### config.mk
export PLATFORM = sky130hd
export DESIGN_NAME = des_cbc_decrypt_top_flat
export DESIGN_NICKNAME = d
export VERILOG_FILES = /design/src/rtl/dcbc_pkg.sv /design/src/rtl/dcbc_if.sv /design/src/rtl/des_cbc_decrypt_top.sv /design/src/rtl/dcbc_round.sv /design/src/flat_wrapper.sv
export SDC_FILE = /design/constraint.sdc
export NUM_CORES = 1
export LEC_CHECK = 0
export BUFFER_PORTS_ARGS = -buffer_cell sky130_fd_sc_hd__buf_2
export CAP_MARGIN = 20
export CORE_ASPECT_RATIO = 0.8
export CORE_MARGIN = 1
export CORE_UTILIZATION = 35
export DETAILED_ROUTE_END_ITERATION = 16
export PLACE_DENSITY = 0.51
export SLEW_MARGIN = 10
export SYNTH_ARGS = -nofsm -noshare
export SYNTH_HDL_FRONTEND = slang
export SYNTH_HIERARCHICAL = 1
export SYNTH_SLANG_ARGS = --single-unit
### constraint.sdc
create_clock -name clock -period 4.1 [get_ports clock]
set_input_delay 0.82 -clock clock [delete_from_list [all_inputs] [get_ports clock]]
set_output_delay 0.82 -clock clock [all_outputs]
set_load 0.01 [all_outputs]
### src/rtl/dcbc_pkg.sv
// Shared constants, DES tables and bit-selection functions for the DES-CBC decryptor.
package dcbc_pkg;

   localparam int BLOCK_W = 64;
   localparam int HALF_W  = 32;
   localparam int CD_W    = 56;
   localparam int KEY_W   = 48;
   localparam int ROUNDS  = 16;
   localparam int CNT_W   = 4;

   // Register indexes of the configuration port
   localparam int CSR_IDX_W = 1;
   localparam logic [CSR_IDX_W-1:0] CSR_DES_KEY     = 1'b0;
   localparam logic [CSR_IDX_W-1:0] CSR_INIT_VECTOR = 1'b1;

   localparam logic [6:0] IP_TAB [64] = '{
      7'd58, 7'd50, 7'd42, 7'd34, 7'd26, 7'd18, 7'd10, 7'd2,
      7'd60, 7'd52, 7'd44, 7'd36, 7'd28, 7'd20, 7'd12, 7'd4,
      7'd62, 7'd54, 7'd46, 7'd38, 7'd30, 7'd22, 7'd14, 7'd6,
      7'd64, 7'd56, 7'd48, 7'd40, 7'd32, 7'd24, 7'd16, 7'd8,
      7'd57, 7'd49, 7'd41, 7'd33, 7'd25, 7'd17, 7'd9,  7'd1,
      7'd59, 7'd51, 7'd43, 7'd35, 7'd27, 7'd19, 7'd11, 7'd3,
      7'd61, 7'd53, 7'd45, 7'd37, 7'd29, 7'd21, 7'd13, 7'd5,
      7'd63, 7'd55, 7'd47, 7'd39, 7'd31, 7'd23, 7'd15, 7'd7};

   localparam logic [6:0] FP_TAB [64] = '{
      7'd40, 7'd8, 7'd48, 7'd16, 7'd56, 7'd24, 7'd64, 7'd32,
      7'd39, 7'd7, 7'd47, 7'd15, 7'd55, 7'd23, 7'd63, 7'd31,
      7'd38, 7'd6, 7'd46, 7'd14, 7'd54, 7'd22, 7'd62, 7'd30,
      7'd37, 7'd5, 7'd45, 7'd13, 7'd53, 7'd21, 7'd61, 7'd29,
      7'd36, 7'd4, 7'd44, 7'd12, 7'd52, 7'd20, 7'd60, 7'd28,
      7'd35, 7'd3, 7'd43, 7'd11, 7'd51, 7'd19, 7'd59, 7'd27,
      7'd34, 7'd2, 7'd42, 7'd10, 7'd50, 7'd18, 7'd58, 7'd26,
      7'd33, 7'd1, 7'd41, 7'd9,  7'd49, 7'd17, 7'd57, 7'd25};

   localparam logic [5:0] EXP_TAB [48] = '{
      6'd32, 6'd1,  6'd2,  6'd3,  6'd4,  6'd5,
      6'd4,  6'd5,  6'd6,  6'd7,  6'd8,  6'd9,
      6'd8,  6'd9,  6'd10, 6'd11, 6'd12, 6'd13,
      6'd12, 6'd13, 6'd14, 6'd15, 6'd16, 6'd17,
      6'd16, 6'd17, 6'd18, 6'd19, 6'd20, 6'd21,
      6'd20, 6'd21, 6'd22, 6'd23, 6'd24, 6'd25,
      6'd24, 6'd25, 6'd26, 6'd27, 6'd28, 6'd29,
      6'd28, 6'd29, 6'd30, 6'd31, 6'd32, 6'd1};

   localparam logic [6:0] PC1_TAB [56] = '{
      7'd57, 7'd49, 7'd41, 7'd33, 7'd25, 7'd17, 7'd9,
      7'd1,  7'd58, 7'd50, 7'd42, 7'd34, 7'd26, 7'd18,
      7'd10, 7'd2,  7'd59, 7'd51, 7'd43, 7'd35, 7'd27,
      7'd19, 7'd11, 7'd3,  7'd60, 7'd52, 7'd44, 7'd36,
      7'd63, 7'd55, 7'd47, 7'd39, 7'd31, 7'd23, 7'd15,
      7'd7,  7'd62, 7'd54, 7'd46, 7'd38, 7'd30, 7'd22,
      7'd14, 7'd6,  7'd61, 7'd53, 7'd45, 7'd37, 7'd29,
      7'd21, 7'd13, 7'd5,  7'd28, 7'd20, 7'd12, 7'd4};

   localparam logic [5:0] PC2_TAB [48] = '{
      6'd14, 6'd17, 6'd11, 6'd24, 6'd1,  6'd5,
      6'd3,  6'd28, 6'd15, 6'd6,  6'd21, 6'd10,
      6'd23, 6'd19, 6'd12, 6'd4,  6'd26, 6'd8,
      6'd16, 6'd7,  6'd27, 6'd20, 6'd13, 6'd2,
      6'd41, 6'd52, 6'd31, 6'd37, 6'd47, 6'd55,
      6'd30, 6'd40, 6'd51, 6'd45, 6'd33, 6'd48,
      6'd44, 6'd49, 6'd39, 6'd56, 6'd34, 6'd53,
      6'd46, 6'd42, 6'd50, 6'd36, 6'd29, 6'd32};

   localparam logic [5:0] PPERM_TAB [32] = '{
      6'd16, 6'd7,  6'd20, 6'd21, 6'd29, 6'd12, 6'd28, 6'd17,
      6'd1,  6'd15, 6'd23, 6'd26, 6'd5,  6'd18, 6'd31, 6'd10,
      6'd2,  6'd8,  6'd24, 6'd14, 6'd32, 6'd27, 6'd3,  6'd9,
      6'd19, 6'd13, 6'd30, 6'd6,  6'd22, 6'd11, 6'd4,  6'd25};

   localparam logic [1:0] SHIFT_TAB [16] = '{
      2'd1, 2'd1, 2'd2, 2'd2, 2'd2, 2'd2, 2'd2, 2'd2,
      2'd1, 2'd2, 2'd2, 2'd2, 2'd2, 2'd2, 2'd2, 2'd1};

   localparam logic [3:0] SBOX_TAB [8][64] = '{
      '{4'd14,4'd4,4'd13,4'd1,4'd2,4'd15,4'd11,4'd8,4'd3,4'd10,4'd6,4'd12,4'd5,4'd9,4'd0,4'd7,
        4'd0,4'd15,4'd7,4'd4,4'd14,4'd2,4'd13,4'd1,4'd10,4'd6,4'd12,4'd11,4'd9,4'd5,4'd3,4'd8,
        4'd4,4'd1,4'd14,4'd8,4'd13,4'd6,4'd2,4'd11,4'd15,4'd12,4'd9,4'd7,4'd3,4'd10,4'd5,4'd0,
        4'd15,4'd12,4'd8,4'd2,4'd4,4'd9,4'd1,4'd7,4'd5,4'd11,4'd3,4'd14,4'd10,4'd0,4'd6,4'd13},
      '{4'd15,4'd1,4'd8,4'd14,4'd6,4'd11,4'd3,4'd4,4'd9,4'd7,4'd2,4'd13,4'd12,4'd0,4'd5,4'd10,
        4'd3,4'd13,4'd4,4'd7,4'd15,4'd2,4'd8,4'd14,4'd12,4'd0,4'd1,4'd10,4'd6,4'd9,4'd11,4'd5,
        4'd0,4'd14,4'd7,4'd11,4'd10,4'd4,4'd13,4'd1,4'd5,4'd8,4'd12,4'd6,4'd9,4'd3,4'd2,4'd15,
        4'd13,4'd8,4'd10,4'd1,4'd3,4'd15,4'd4,4'd2,4'd11,4'd6,4'd7,4'd12,4'd0,4'd5,4'd14,4'd9},
      '{4'd10,4'd0,4'd9,4'd14,4'd6,4'd3,4'd15,4'd5,4'd1,4'd13,4'd12,4'd7,4'd11,4'd4,4'd2,4'd8,
        4'd13,4'd7,4'd0,4'd9,4'd3,4'd4,4'd6,4'd10,4'd2,4'd8,4'd5,4'd14,4'd12,4'd11,4'd15,4'd1,
        4'd13,4'd6,4'd4,4'd9,4'd8,4'd15,4'd3,4'd0,4'd11,4'd1,4'd2,4'd12,4'd5,4'd10,4'd14,4'd7,
        4'd1,4'd10,4'd13,4'd0,4'd6,4'd9,4'd8,4'd7,4'd4,4'd15,4'd14,4'd3,4'd11,4'd5,4'd2,4'd12},
      '{4'd7,4'd13,4'd14,4'd3,4'd0,4'd6,4'd9,4'd10,4'd1,4'd2,4'd8,4'd5,4'd11,4'd12,4'd4,4'd15,
        4'd13,4'd8,4'd11,4'd5,4'd6,4'd15,4'd0,4'd3,4'd4,4'd7,4'd2,4'd12,4'd1,4'd10,4'd14,4'd9,
        4'd10,4'd6,4'd9,4'd0,4'd12,4'd11,4'd7,4'd13,4'd15,4'd1,4'd3,4'd14,4'd5,4'd2,4'd8,4'd4,
        4'd3,4'd15,4'd0,4'd6,4'd10,4'd1,4'd13,4'd8,4'd9,4'd4,4'd5,4'd11,4'd12,4'd7,4'd2,4'd14},
      '{4'd2,4'd12,4'd4,4'd1,4'd7,4'd10,4'd11,4'd6,4'd8,4'd5,4'd3,4'd15,4'd13,4'd0,4'd14,4'd9,
        4'd14,4'd11,4'd2,4'd12,4'd4,4'd7,4'd13,4'd1,4'd5,4'd0,4'd15,4'd10,4'd3,4'd9,4'd8,4'd6,
        4'd4,4'd2,4'd1,4'd11,4'd10,4'd13,4'd7,4'd8,4'd15,4'd9,4'd12,4'd5,4'd6,4'd3,4'd0,4'd14,
        4'd11,4'd8,4'd12,4'd7,4'd1,4'd14,4'd2,4'd13,4'd6,4'd15,4'd0,4'd9,4'd10,4'd4,4'd5,4'd3},
      '{4'd12,4'd1,4'd10,4'd15,4'd9,4'd2,4'd6,4'd8,4'd0,4'd13,4'd3,4'd4,4'd14,4'd7,4'd5,4'd11,
        4'd10,4'd15,4'd4,4'd2,4'd7,4'd12,4'd9,4'd5,4'd6,4'd1,4'd13,4'd14,4'd0,4'd11,4'd3,4'd8,
        4'd9,4'd14,4'd15,4'd5,4'd2,4'd8,4'd12,4'd3,4'd7,4'd0,4'd4,4'd10,4'd1,4'd13,4'd11,4'd6,
        4'd4,4'd3,4'd2,4'd12,4'd9,4'd5,4'd15,4'd10,4'd11,4'd14,4'd1,4'd7,4'd6,4'd0,4'd8,4'd13},
      '{4'd4,4'd11,4'd2,4'd14,4'd15,4'd0,4'd8,4'd13,4'd3,4'd12,4'd9,4'd7,4'd5,4'd10,4'd6,4'd1,
        4'd13,4'd0,4'd11,4'd7,4'd4,4'd9,4'd1,4'd10,4'd14,4'd3,4'd5,4'd12,4'd2,4'd15,4'd8,4'd6,
        4'd1,4'd4,4'd11,4'd13,4'd12,4'd3,4'd7,4'd14,4'd10,4'd15,4'd6,4'd8,4'd0,4'd5,4'd9,4'd2,
        4'd6,4'd11,4'd13,4'd8,4'd1,4'd4,4'd10,4'd7,4'd9,4'd5,4'd0,4'd15,4'd14,4'd2,4'd3,4'd12},
      '{4'd13,4'd2,4'd8,4'd4,4'd6,4'd15,4'd11,4'd1,4'd10,4'd9,4'd3,4'd14,4'd5,4'd0,4'd12,4'd7,
        4'd1,4'd15,4'd13,4'd8,4'd10,4'd3,4'd7,4'd4,4'd12,4'd5,4'd6,4'd11,4'd0,4'd14,4'd9,4'd2,
        4'd7,4'd11,4'd4,4'd1,4'd9,4'd12,4'd14,4'd2,4'd0,4'd6,4'd10,4'd13,4'd15,4'd3,4'd5,4'd8,
        4'd2,4'd1,4'd14,4'd7,4'd4,4'd10,4'd8,4'd13,4'd15,4'd12,4'd9,4'd0,4'd3,4'd5,4'd6,4'd11}};

   // Table entries are 1-based from the most significant bit
   function automatic logic [63:0] ip_perm(input logic [63:0] src);
      logic [63:0] res;
      for (int i = 0; i < 64; i++) res[63-i] = src[6'(64 - IP_TAB[i])];
      return res;
   endfunction

   function automatic logic [63:0] fp_perm(input logic [63:0] src);
      logic [63:0] res;
      for (int i = 0; i < 64; i++) res[63-i] = src[6'(64 - FP_TAB[i])];
      return res;
   endfunction

   function automatic logic [55:0] pc1_perm(input logic [63:0] src);
      logic [55:0] res;
      for (int i = 0; i < 56; i++) res[55-i] = src[6'(64 - PC1_TAB[i])];
      return res;
   endfunction

   function automatic logic [47:0] pc2_perm(input logic [55:0] src);
      logic [47:0] res;
      for (int i = 0; i < 48; i++) res[47-i] = src[6'(56 - PC2_TAB[i])];
      return res;
   endfunction

   function automatic logic [47:0] expand(input logic [31:0] src);
      logic [47:0] res;
      for (int i = 0; i < 48; i++) res[47-i] = src[5'(32 - EXP_TAB[i])];
      return res;
   endfunction

   function automatic logic [31:0] p_perm(input logic [31:0] src);
      logic [31:0] res;
      for (int i = 0; i < 32; i++) res[31-i] = src[5'(32 - PPERM_TAB[i])];
      return res;
   endfunction

   // Row from the outer bits, column from the inner four
   function automatic logic [31:0] sbox_layer(input logic [47:0] x);
      logic [31:0] res;
      logic [5:0]  six;
      for (int i = 0; i < 8; i++) begin
         six = x[47-6*i -: 6];
         res[31-4*i -: 4] = SBOX_TAB[i][{six[5], six[0], six[4:1]}];
      end
      return res;
   endfunction

   function automatic logic [27:0] rotr28(input logic [27:0] v, input logic [1:0] amt);
      return (amt == 2'd2) ? {v[1:0], v[27:2]} : {v[0], v[27:1]};
   endfunction

endpackage

### src/rtl/dcbc_if.sv
// Valid/ready channel interfaces for ciphertext requests and plaintext responses.
interface dcbc_req_if;
   logic        valid;
   logic        ready;
   logic [63:0] cipher_block;
   logic        start_of_message;
   logic        last_block;

   modport source (output valid, output cipher_block, output start_of_message,
                   output last_block, input ready);
   modport sink   (input valid, input cipher_block, input start_of_message,
                   input last_block, output ready);
endinterface

interface dcbc_rsp_if;
   logic        valid;
   logic        ready;
   logic [63:0] plain_block;
   logic        last_out;

   modport source (output valid, output plain_block, output last_out, input ready);
   modport sink   (input valid, input plain_block, input last_out, output ready);
endinterface

### src/rtl/des_cbc_decrypt_top.sv
// DES-CBC decryptor top level: configuration registers, round sequencer and output register.
//
// Usage:
//   req_ch carries one 64-bit ciphertext block per item, with start_of_message
//   (chain from the IV) and last_block (copied to last_out). rsp_ch returns one
//   plaintext item per request item, in order.
//   csr_we/csr_index/csr_wdata write des_key (index 0) and init_vector
//   (index 1); write them only while no block is in flight.
// Timing:
//   An accepted block runs 16 Feistel rounds, one per cycle through the single
//   shared round unit, then the finish state loads the output register once
//   it is free. req_ch.ready is high only while the sequencer is idle, so a
//   new block is taken only after the previous one leaves the finish state.
// Stall:
//   A waiting result sits in the output register while the next block is
//   taken and decrypted; the sequencer holds in its finish state until the
//   output register is free.
// Reset:
//   Key, IV and chain value clear to zero; no result is pending.
module des_cbc_decrypt_top (
   input  logic                              clock,
   input  logic                              reset,
   dcbc_req_if.sink                          req_ch,
   dcbc_rsp_if.source                        rsp_ch,
   input  logic                              csr_we,
   input  logic [dcbc_pkg::CSR_IDX_W-1:0]    csr_index,
   input  logic [63:0]                       csr_wdata
);

   localparam logic [1:0] ST_IDLE = 2'd0;
   localparam logic [1:0] ST_RUN  = 2'd1;
   localparam logic [1:0] ST_FIN  = 2'd2;

   logic [1:0]  state_ff, state_in;
   logic [3:0]  cnt_ff, cnt_in;
   logic [63:0] key_ff, key_in;
   logic [63:0] iv_ff, iv_in;
   logic [63:0] chain_ff, chain_in;
   logic [31:0] l_ff, l_in;
   logic [31:0] r_ff, r_in;
   logic [55:0] cd_ff, cd_in;
   logic [63:0] prev_ff, prev_in;
   logic        last_ff, last_in;
   logic        out_valid_ff, out_valid_in;
   logic [63:0] out_data_ff, out_data_in;
   logic        out_last_ff, out_last_in;

   logic [31:0] l_rnd, r_rnd;
   logic [55:0] cd_rnd;
   logic [1:0]  rot_amt;
   logic [63:0] ip_out;
   logic        accept;
   logic        out_free;

   assign rot_amt = dcbc_pkg::SHIFT_TAB[~cnt_ff];

   dcbc_round u_round (
      .l_cur   (l_ff),
      .r_cur   (r_ff),
      .cd_cur  (cd_ff),
      .rot_amt (rot_amt),
      .l_next  (l_rnd),
      .r_next  (r_rnd),
      .cd_next (cd_rnd)
   );

   assign req_ch.ready    = (state_ff == ST_IDLE);
   assign accept          = req_ch.valid && req_ch.ready;
   assign out_free        = !out_valid_ff || rsp_ch.ready;
   assign rsp_ch.valid    = out_valid_ff;
   assign rsp_ch.plain_block = out_data_ff;
   assign rsp_ch.last_out = out_last_ff;

   always_comb begin
      state_in     = state_ff;
      cnt_in       = cnt_ff;
      key_in       = key_ff;
      iv_in        = iv_ff;
      chain_in     = chain_ff;
      l_in         = l_ff;
      r_in         = r_ff;
      cd_in        = cd_ff;
      prev_in      = prev_ff;
      last_in      = last_ff;
      out_data_in  = out_data_ff;
      out_last_in  = out_last_ff;
      out_valid_in = out_valid_ff && !rsp_ch.ready;
      ip_out       = dcbc_pkg::ip_perm(req_ch.cipher_block);

      if (csr_we) begin
         unique case (csr_index)
            dcbc_pkg::CSR_DES_KEY:     key_in = csr_wdata;
            dcbc_pkg::CSR_INIT_VECTOR: iv_in  = csr_wdata;
            default: ;
         endcase
      end

      unique case (state_ff)
         ST_IDLE: begin
            if (accept) begin
               l_in     = ip_out[63:32];
               r_in     = ip_out[31:0];
               cd_in    = dcbc_pkg::pc1_perm(key_ff);
               prev_in  = req_ch.start_of_message ? iv_ff : chain_ff;
               chain_in = req_ch.cipher_block;
               last_in  = req_ch.last_block;
               cnt_in   = '0;
               state_in = ST_RUN;
            end
         end
         ST_RUN: begin
            l_in   = l_rnd;
            r_in   = r_rnd;
            cd_in  = cd_rnd;
            cnt_in = cnt_ff + 4'd1;
            if (cnt_ff == 4'(dcbc_pkg::ROUNDS - 1)) state_in = ST_FIN;
         end
         ST_FIN: begin
            // hold until the output register is empty or being drained
            if (out_free) begin
               out_data_in  = dcbc_pkg::fp_perm({r_ff, l_ff}) ^ prev_ff;
               out_last_in  = last_ff;
               out_valid_in = 1'b1;
               state_in     = ST_IDLE;
            end
         end
         default: state_in = ST_IDLE;
      endcase
   end

   always_ff @(posedge clock) begin
      if (reset) begin
         state_ff     <= ST_IDLE;
         cnt_ff       <= '0;
         key_ff       <= '0;
         iv_ff        <= '0;
         chain_ff     <= '0;
         out_valid_ff <= 1'b0;
      end else begin
         state_ff     <= state_in;
         cnt_ff       <= cnt_in;
         key_ff       <= key_in;
         iv_ff        <= iv_in;
         chain_ff     <= chain_in;
         out_valid_ff <= out_valid_in;
      end
   end

   always_ff @(posedge clock) begin
      l_ff        <= l_in;
      r_ff        <= r_in;
      cd_ff       <= cd_in;
      prev_ff     <= prev_in;
      last_ff     <= last_in;
      out_data_ff <= out_data_in;
      out_last_ff <= out_last_in;
   end

endmodule

### src/rtl/dcbc_round.sv
// One DES decryption round: Feistel function plus the reverse key-schedule step.
module dcbc_round (
   input  logic [31:0] l_cur,
   input  logic [31:0] r_cur,
   input  logic [55:0] cd_cur,
   input  logic [1:0]  rot_amt,
   output logic [31:0] l_next,
   output logic [31:0] r_next,
   output logic [55:0] cd_next
);

   logic [47:0] round_key;
   logic [47:0] mixed;
   logic [31:0] f_out;

   always_comb begin
      round_key = dcbc_pkg::pc2_perm(cd_cur);
      mixed     = dcbc_pkg::expand(r_cur) ^ round_key;
      f_out     = dcbc_pkg::p_perm(dcbc_pkg::sbox_layer(mixed));
      l_next    = r_cur;
      r_next    = l_cur ^ f_out;
      // walk the key schedule backward: rotate right by this round's shift
      cd_next   = {dcbc_pkg::rotr28(cd_cur[55:28], rot_amt),
                   dcbc_pkg::rotr28(cd_cur[27:0], rot_amt)};
   end

endmodule
### src/flat_wrapper.sv
// flat-port wrapper written by rule: the top's interface ports become plain ports
module des_cbc_decrypt_top_flat 
  (clock, reset, csr_we, csr_index, csr_wdata, req_ch_valid, req_ch_cipher_block, req_ch_start_of_message, req_ch_last_block, req_ch_ready, rsp_ch_valid, rsp_ch_plain_block, rsp_ch_last_out, rsp_ch_ready);
  dcbc_req_if req_ch_i ();
  dcbc_rsp_if rsp_ch_i ();
  input  logic clock;
  input  logic reset;
  input  logic csr_we;
  input  logic [dcbc_pkg::CSR_IDX_W-1:0] csr_index;
  input  logic [63:0] csr_wdata;
  input wire logic [$bits(req_ch_i.valid)-1:0] req_ch_valid;
  input wire logic [$bits(req_ch_i.cipher_block)-1:0] req_ch_cipher_block;
  input wire logic [$bits(req_ch_i.start_of_message)-1:0] req_ch_start_of_message;
  input wire logic [$bits(req_ch_i.last_block)-1:0] req_ch_last_block;
  output wire logic [$bits(req_ch_i.ready)-1:0] req_ch_ready;
  output wire logic [$bits(rsp_ch_i.valid)-1:0] rsp_ch_valid;
  output wire logic [$bits(rsp_ch_i.plain_block)-1:0] rsp_ch_plain_block;
  output wire logic [$bits(rsp_ch_i.last_out)-1:0] rsp_ch_last_out;
  input wire logic [$bits(rsp_ch_i.ready)-1:0] rsp_ch_ready;
  assign req_ch_i.valid = req_ch_valid;
  assign req_ch_i.cipher_block = req_ch_cipher_block;
  assign req_ch_i.start_of_message = req_ch_start_of_message;
  assign req_ch_i.last_block = req_ch_last_block;
  assign req_ch_ready = req_ch_i.ready;
  assign rsp_ch_valid = rsp_ch_i.valid;
  assign rsp_ch_plain_block = rsp_ch_i.plain_block;
  assign rsp_ch_last_out = rsp_ch_i.last_out;
  assign rsp_ch_i.ready = rsp_ch_ready;
  des_cbc_decrypt_top u_core (.clock(clock), .reset(reset), .req_ch(req_ch_i), .rsp_ch(rsp_ch_i), .csr_we(csr_we), .csr_index(csr_index), .csr_wdata(csr_wdata));
endmodule
# Yosys cells after proc, flatten, opt, wreduce, memory -nomap -nowiden
# Memory sizes are Yosys's and may differ from the RTL's.
# Index checks and enable logic that the tools add are counted.
op_classes:
  n_addsub: 1
  n_lt_le_gt_ge: 9
  n_eq_ne: 7
  muxes: 35
  bitwise_logic: 14
  reduce_logical: 13
ops:
  columns: ["cell", "n"]
  rows:
  - ["32-bit case mux with 2 select lines", 2]
  - ["56-bit case mux with 2 select lines", 1]
  - ["4-bit 2-to-1 mux", 17]
  - ["32-bit 2-to-1 mux", 2]
  - ["64-bit 2-to-1 mux", 1]
  - ["64-bit XOR", 1]
  - ["7-bit >= comparator, second input constant", 8]
  - ["28-bit 2-to-1 mux", 2]
  - ["56-bit 2-to-1 mux", 1]
  - ["6-bit NOT with 7-bit output", 8]
  - ["48-bit XOR", 1]
  - ["32-bit XOR", 1]
  - ["2-bit 2-to-1 mux", 5]
  - ["2-bit AND reduction", 5]
  - ["4-bit case mux with 2 select lines", 1]
  - ["2-bit case mux with 3 select lines", 1]
  - ["5-bit >= comparator, second input constant", 1]
  - ["4-bit NOT with 5-bit output", 1]
  - ["4-bit by 1-bit adder with 4-bit output, second input constant", 1]
  - ["2-bit == test, second input constant", 2]
  - ["4-bit == test, second input constant", 1]
  - ["2-bit by 1-bit inequality test with 1-bit output, second input constant", 2]
  - ["4-bit NOT", 1]
  - ["3-bit AND reduction", 1]
  - ["other kinds (9)", 12]
totals:
  regBits: 449
  mem_bits_ro: 2080
  out_inout_bits: 67
  elab_cells: 101
  mem_count: 9
mem_list:
  columns: ["name", "depth", "word_bits", "rd", "rd_ports_with_merged_regs", "write_ports", "line", "source"]
  rows:
  - ["(name not given)", 64, 4, 1, 0, 0, "dcbc_pkg.sv:153", "res[31-4*i -: 4] = SBOX_TAB[i][{six[5], six[0], six[4:1]}];"]
  - ["(name not given)", 64, 4, 1, 0, 0, "dcbc_pkg.sv:153", null]
  - ["(name not given)", 64, 4, 1, 0, 0, "dcbc_pkg.sv:153", null]
  - ["(name not given)", 64, 4, 1, 0, 0, "dcbc_pkg.sv:153", null]
  - ["(name not given)", 64, 4, 1, 0, 0, "dcbc_pkg.sv:153", null]
  - ["(name not given)", 64, 4, 1, 0, 0, "dcbc_pkg.sv:153", null]
  - ["+3 memories", null, null, null, null, null, null, null]

# Longest topological paths before layout
logic_depth:
  word_depth: 8
  depth_mapped: 12
  mapped_depth_nobuf: 11

# Hierarchy
# The synthesis kept the hierarchy.
modules_own_cells:
  columns: ["module", "n_inst", "cells_each", "area_per_inst_um2", "seq_area_each_um2"]
  rows:
  - ["des_cbc_decrypt_top", 1, 1623, 17002.6, 11330.9]
  - ["dcbc_round", 1, 811, 6384.9, 0.0]

# Worst setup path after synthesis
# Ideal clock, no wire load.
synth_path:
  kind: "input port to flip-flop"
  startpoint: "in rsp_ch_ready"
  endpoint: "reg u_core.out_last_ff (netlist: u_core/rsp_ch.last_out) (enable)"
  setup_time_ps: 496
  arrival_time_ps: 3844
  required_ps: 3604
  setup_slack_ps: -240
  cell_stages: 2
  path_buffers: 0
  cell_sequence: "nand2b_1 > nor2b_1"
synth_between:
  elab_chain_cells: 2
synth_rtl:
  columns: ["element", "line", "source"]
  rows:
  - ["start, declared", "flat_wrapper.sv:19", "input wire logic [$bits(rsp_ch_i.ready)-1:0] rsp_ch_ready;"]
  - ["1-bit logical OR", "des_cbc_decrypt_top.sv:69", "assign out_free = !out_valid_ff || rsp_ch.ready;"]
  - ["2-bit AND reduction (no line)", null, null]
  - ["end signal, assigned", "des_cbc_decrypt_top.sv:156", "out_last_ff <= out_last_in;"]
  - ["end, declared", "des_cbc_decrypt_top.sv:46", "logic out_last_ff, out_last_in;"]
# No other way between the ends.
# A chain may end at the register's enable or synchronous reset.

# Worst setup path in the final report
layout_path:
  startpoint: "reg u_core.r_ff[12]"
  endpoint: "reg u_core.r_ff[29], data pin"
layout_between:
  elab_chain_cells: 7
layout_rtl:
  columns: ["element", "line", "source"]
  rows:
  - ["start, declared", "des_cbc_decrypt_top.sv:40", "logic [31:0] r_ff, r_in;"]
  - ["start signal, assigned", "des_cbc_decrypt_top.sv:151", "r_ff <= r_in;"]
  - ["48-bit XOR", "dcbc_round.sv:18", "mixed = dcbc_pkg::expand(r_cur) ^ round_key;"]
  - ["6-bit NOT with 7-bit output (not written as such)", "dcbc_pkg.sv:153", null]
  - ["memory read 64 x 4 bit", null, null]
  - ["4-bit 2-to-1 mux (not written as such) (2 in a row)", "dcbc_pkg.sv:153", null]
  - ["32-bit XOR", "dcbc_round.sv:21", "r_next = l_cur ^ f_out;"]
  - ["net u_core.r_rnd[29]", "des_cbc_decrypt_top.sv:48", "logic [31:0] l_rnd, r_rnd;"]
  - ["32-bit case mux with 2 select lines", "des_cbc_decrypt_top.sv:98", "unique case (state_ff)"]
  - ["net u_core.r_in[29]", "des_cbc_decrypt_top.sv:40", null]
# The timed path passes the listed nets, and every way through them passes these cells. The select of a mux whose other input is x is not followed.

==> results.sh <==
export IMPL_status="finished clean"
export IMPL_start_util_pct=35.5
export IMPL_hold_path_end="u_core/last_ff$_DFFE_PP_"
export IMPL_synth_nets=2636
export IMPL_port_buffers=202
export IMPL_cts_tree="yes"
export IMPL_cts_resized=0
export IMPL_place_area_um2=25200
export IMPL_worstPathCellList="xor2_2 -> ha_1 -> nor2_1 -> nor3_1 -> o311ai_0 -> o21ai_1 -> xor2_1 -> nand2_1 -> nand2_1"
export IMPL_clock_path_buffers=3
export IMPL_drt_wl_total_mm=74.4
export IMPL_hpwl_mm=51.6
export IMPL_ios=203
export IMPL_tns_ps=0
export IMPL_path_clk_slew_ps=70
export IMPL_clock_sinks=441
export IMPL_avgRoutedWirePerCell_um=21.4
export IMPL_critical_path_top_delay_family="XOR/XNOR gates"
export IMPL_die_w_um=291
export IMPL_fin_area_um2=26900
export IMPL_critPathMaxFanout=12
export IMPL_vias=18400
export IMPL_critPathCaptureType="register"
export IMPL_cts_max_level=2
export IMPL_synth_area_um2=23400
export IMPL_drt_pre_antenna_iters=5
export IMPL_hold_path_class="input pin to register"
export IMPL_startpoint_type="register"
export IMPL_rsz0062_at_grt="no"
export IMPL_finalCritPeriodShare_pct=82.3
export IMPL_grtUsageTotal_pct=21.6
export IMPL_synth_seq_cells=441
export IMPL_layout_common_cells="787 x nand2_1, 250 x edfxtp_1, 233 x a21oi_1, 201 x buf_2, 191 x dfxtp_1"
export IMPL_finalCriticalPeriod_ps=3380
export IMPL_slowest_delay_ps=670
export IMPL_numCtsBuffers=50
export IMPL_power_total_uw=15200
export IMPL_synth_sequential_area_ratio_pct=48.4
export IMPL_grt_ovfl_total=0
export IMPL_slowest_stage="edfxtp_1"
export IMPL_clock_latency_ps=600
export IMPL_fmax_ghz=0.296
export IMPL_drc=0
export IMPL_crit_type="register to register"
export IMPL_viasPerCell=5.29
export IMPL_dieArea_um2=67900
export IMPL_maxSlewViolCount=0
export IMPL_die_h_um=233
export IMPL_timing_rr_start="u_core/r_ff[12]$_DFFE_PP_"
export IMPL_final_cell_count_no_fill=3476
export IMPL_arrival_ps=3730
export IMPL_min_from="req_ch_last_block"
export IMPL_ant_nets=0
export IMPL_fin_nets=2777
export IMPL_yosysWarnings=6
export IMPL_drive_gt1_share_pct=19.9
export IMPL_critical_path_most_common_cell="nand2_1"
export IMPL_rows=84
export IMPL_core_area_um2=65900
export IMPL_ir_drop_mv=0.324
export IMPL_antenna_found_initial=6
export IMPL_hold_viol_final=0
export IMPL_yosysUniqueCellTypes=68
export IMPL_dp_cells=3380
export IMPL_finalSetupViolCount=0
export IMPL_syn_inst=2434
export IMPL_pwr_density_cell_nw_per_um2=564
export IMPL_cts_hold_buffers_added=0
export IMPL_ys_flop_type="edfxtp_1"
export IMPL_clockRootBuffer="clkbuf_16"
export IMPL_postSynthAreaPerCell_um2=9.61
export IMPL_r2r_end="u_core/r_ff[29]$_DFFE_PP_"
export IMPL_grt_pass1_vias=17600
export IMPL_maxSlewHeadroom_pct=31.8
export IMPL_async_flop_share_pct=0
export IMPL_drtIter0Drc=1356
export IMPL_maxCapViolCount=0
export IMPL_grt_pass1_wl_mm=111
export IMPL_tightest_slew_ps=1020
export IMPL_grt_max_degree=71
export IMPL_crit_buf_inv=0
export IMPL_whs_ps=407
export IMPL_gp_congestion=0.874
export IMPL_skew_ps=18.3
export IMPL_r2r_cells=9
export IMPL_cp_num_cells=9
export IMPL_final_common_cell="nand2_1"
export IMPL_synthToLayoutAreaGrowth_pct=15.1
export IMPL_cts_setup_buffers=0
export IMPL_cp_required_ps=4450
export IMPL_synth_edf_count=250
export IMPL_hold_path_cell_count=1
export IMPL_power_leakage_uw=0.0108
export IMPL_rrSetupSlack_ps=720
==> cell type report <==
cell class | count | area, µm²
sequential | 441 | 11300
antenna | 2 | 5.00
fill | 6517 | 39000
clock inverter | 12 | 116
multi-input combinational | 1782 | 11100
inverter | 40 | 158
tap | 860 | 1080
timing repair buffer | 260 | 1580
clock buffer | 79 | 1570
==> kinds of logic after synthesis <==
family	Yosys count	share of synthesized area (%)
simple gates	935	15.7
flops	441	48.4
mux	178	9.55
fa+ha+maj	66	3.53
buf+inv	211	4.37
compound gates	414	10.7
xor+xnor	189	7.70
==> routing by layer <==
metal,vias to the layer above,part of all wire [%],GRT usage [%]
met4,6,2.4,6.00
met5,-,0.039,0
li1,8639,-,-
met2,625,42,31.8
met1,9019,49,32.1
met3,97,6.6,3.79
==> worst max path at each step <==
stage | start | endpoint | slack (ps)
after floorplan | req_ch_valid | u_core/cd_ff[0]$_DFFE_PP_ | 380
after CTS | u_core/r_ff[12]$_DFFE_PP_ | u_core/r_ff[29]$_DFFE_PP_ | 710
after detailed placement | u_core/r_ff[12]$_DFFE_PP_ | u_core/r_ff[29]$_DFFE_PP_ | 710
after global routing | u_core/r_ff[8]$_DFFE_PP_ | u_core/r_ff[28]$_DFFE_PP_ | 570
after global placement | u_core/r_ff[12]$_DFFE_PP_ | u_core/r_ff[29]$_DFFE_PP_ | 740
final | u_core/r_ff[12]$_DFFE_PP_ | u_core/r_ff[29]$_DFFE_PP_ | 720
==> power breakdown <==
part,switching (µW),internal [µW]
combinational,3000,2020
sequential,440,5110
clock,1920,2700
==> synth_stat cells, drive strengths merged, types with 9 or more instances <==
| master | count | share of area [%] |
|---|---|---|
| nand2 | 788 | 13 |
| nand3 | 28 | 0.60 |
| mux4 | 24 | 2.3 |
| a21oi | 233 | 5.0 |
| buf | 101 | 2.6 |
| o211ai | 27 | 0.87 |
| clkbuf | 70 | 1.1 |
| nor3 | 26 | 0.58 |
| xnor2 | 64 | 2.6 |
| dfxtp | 191 | 16 |
| edfxtp | 250 | 32 |
| mux2 | 122 | 5.9 |
| a31oi | 13 | 0.35 |
| nor2 | 58 | 0.93 |
| o31ai | 10 | 0.32 |
| o22ai | 9 | 0.24 |
| o311ai | 11 | 0.41 |
| xor2 | 125 | 5.1 |
| a211oi | 19 | 0.61 |
| inv | 40 | 0.65 |
| mux2i | 32 | 1.4 |
| ha | 66 | 3.5 |
| o21ai | 37 | 0.79 |
==> stage by stage <==
stage               utilization [%]  worst slack, ps
finish                         40.8              724
CTS                            40.8              712
global route                   40.8              573
floorplan                         -              377
global placement               38.2              736
detailed placement             38.2              715
==> registers in the layout, summed over array words and instances (netlist names) <==
register,count
u_core/cd_ff,56
u_core/l_ff,32
u_core/key_ff,56
u_core/chain_ff,64
u_core/rsp_ch.plain_block,64
u_core/last_ff,1
u_core/prev_ff,64
u_core/state_ff,2
u_core/cnt_ff,4
u_core/rsp_ch.last_out,1
u_core/iv_ff,64
u_core/r_ff,32
u_core/rsp_ch.valid,1
Note: power is estimated with default switching activity, not from simulation.
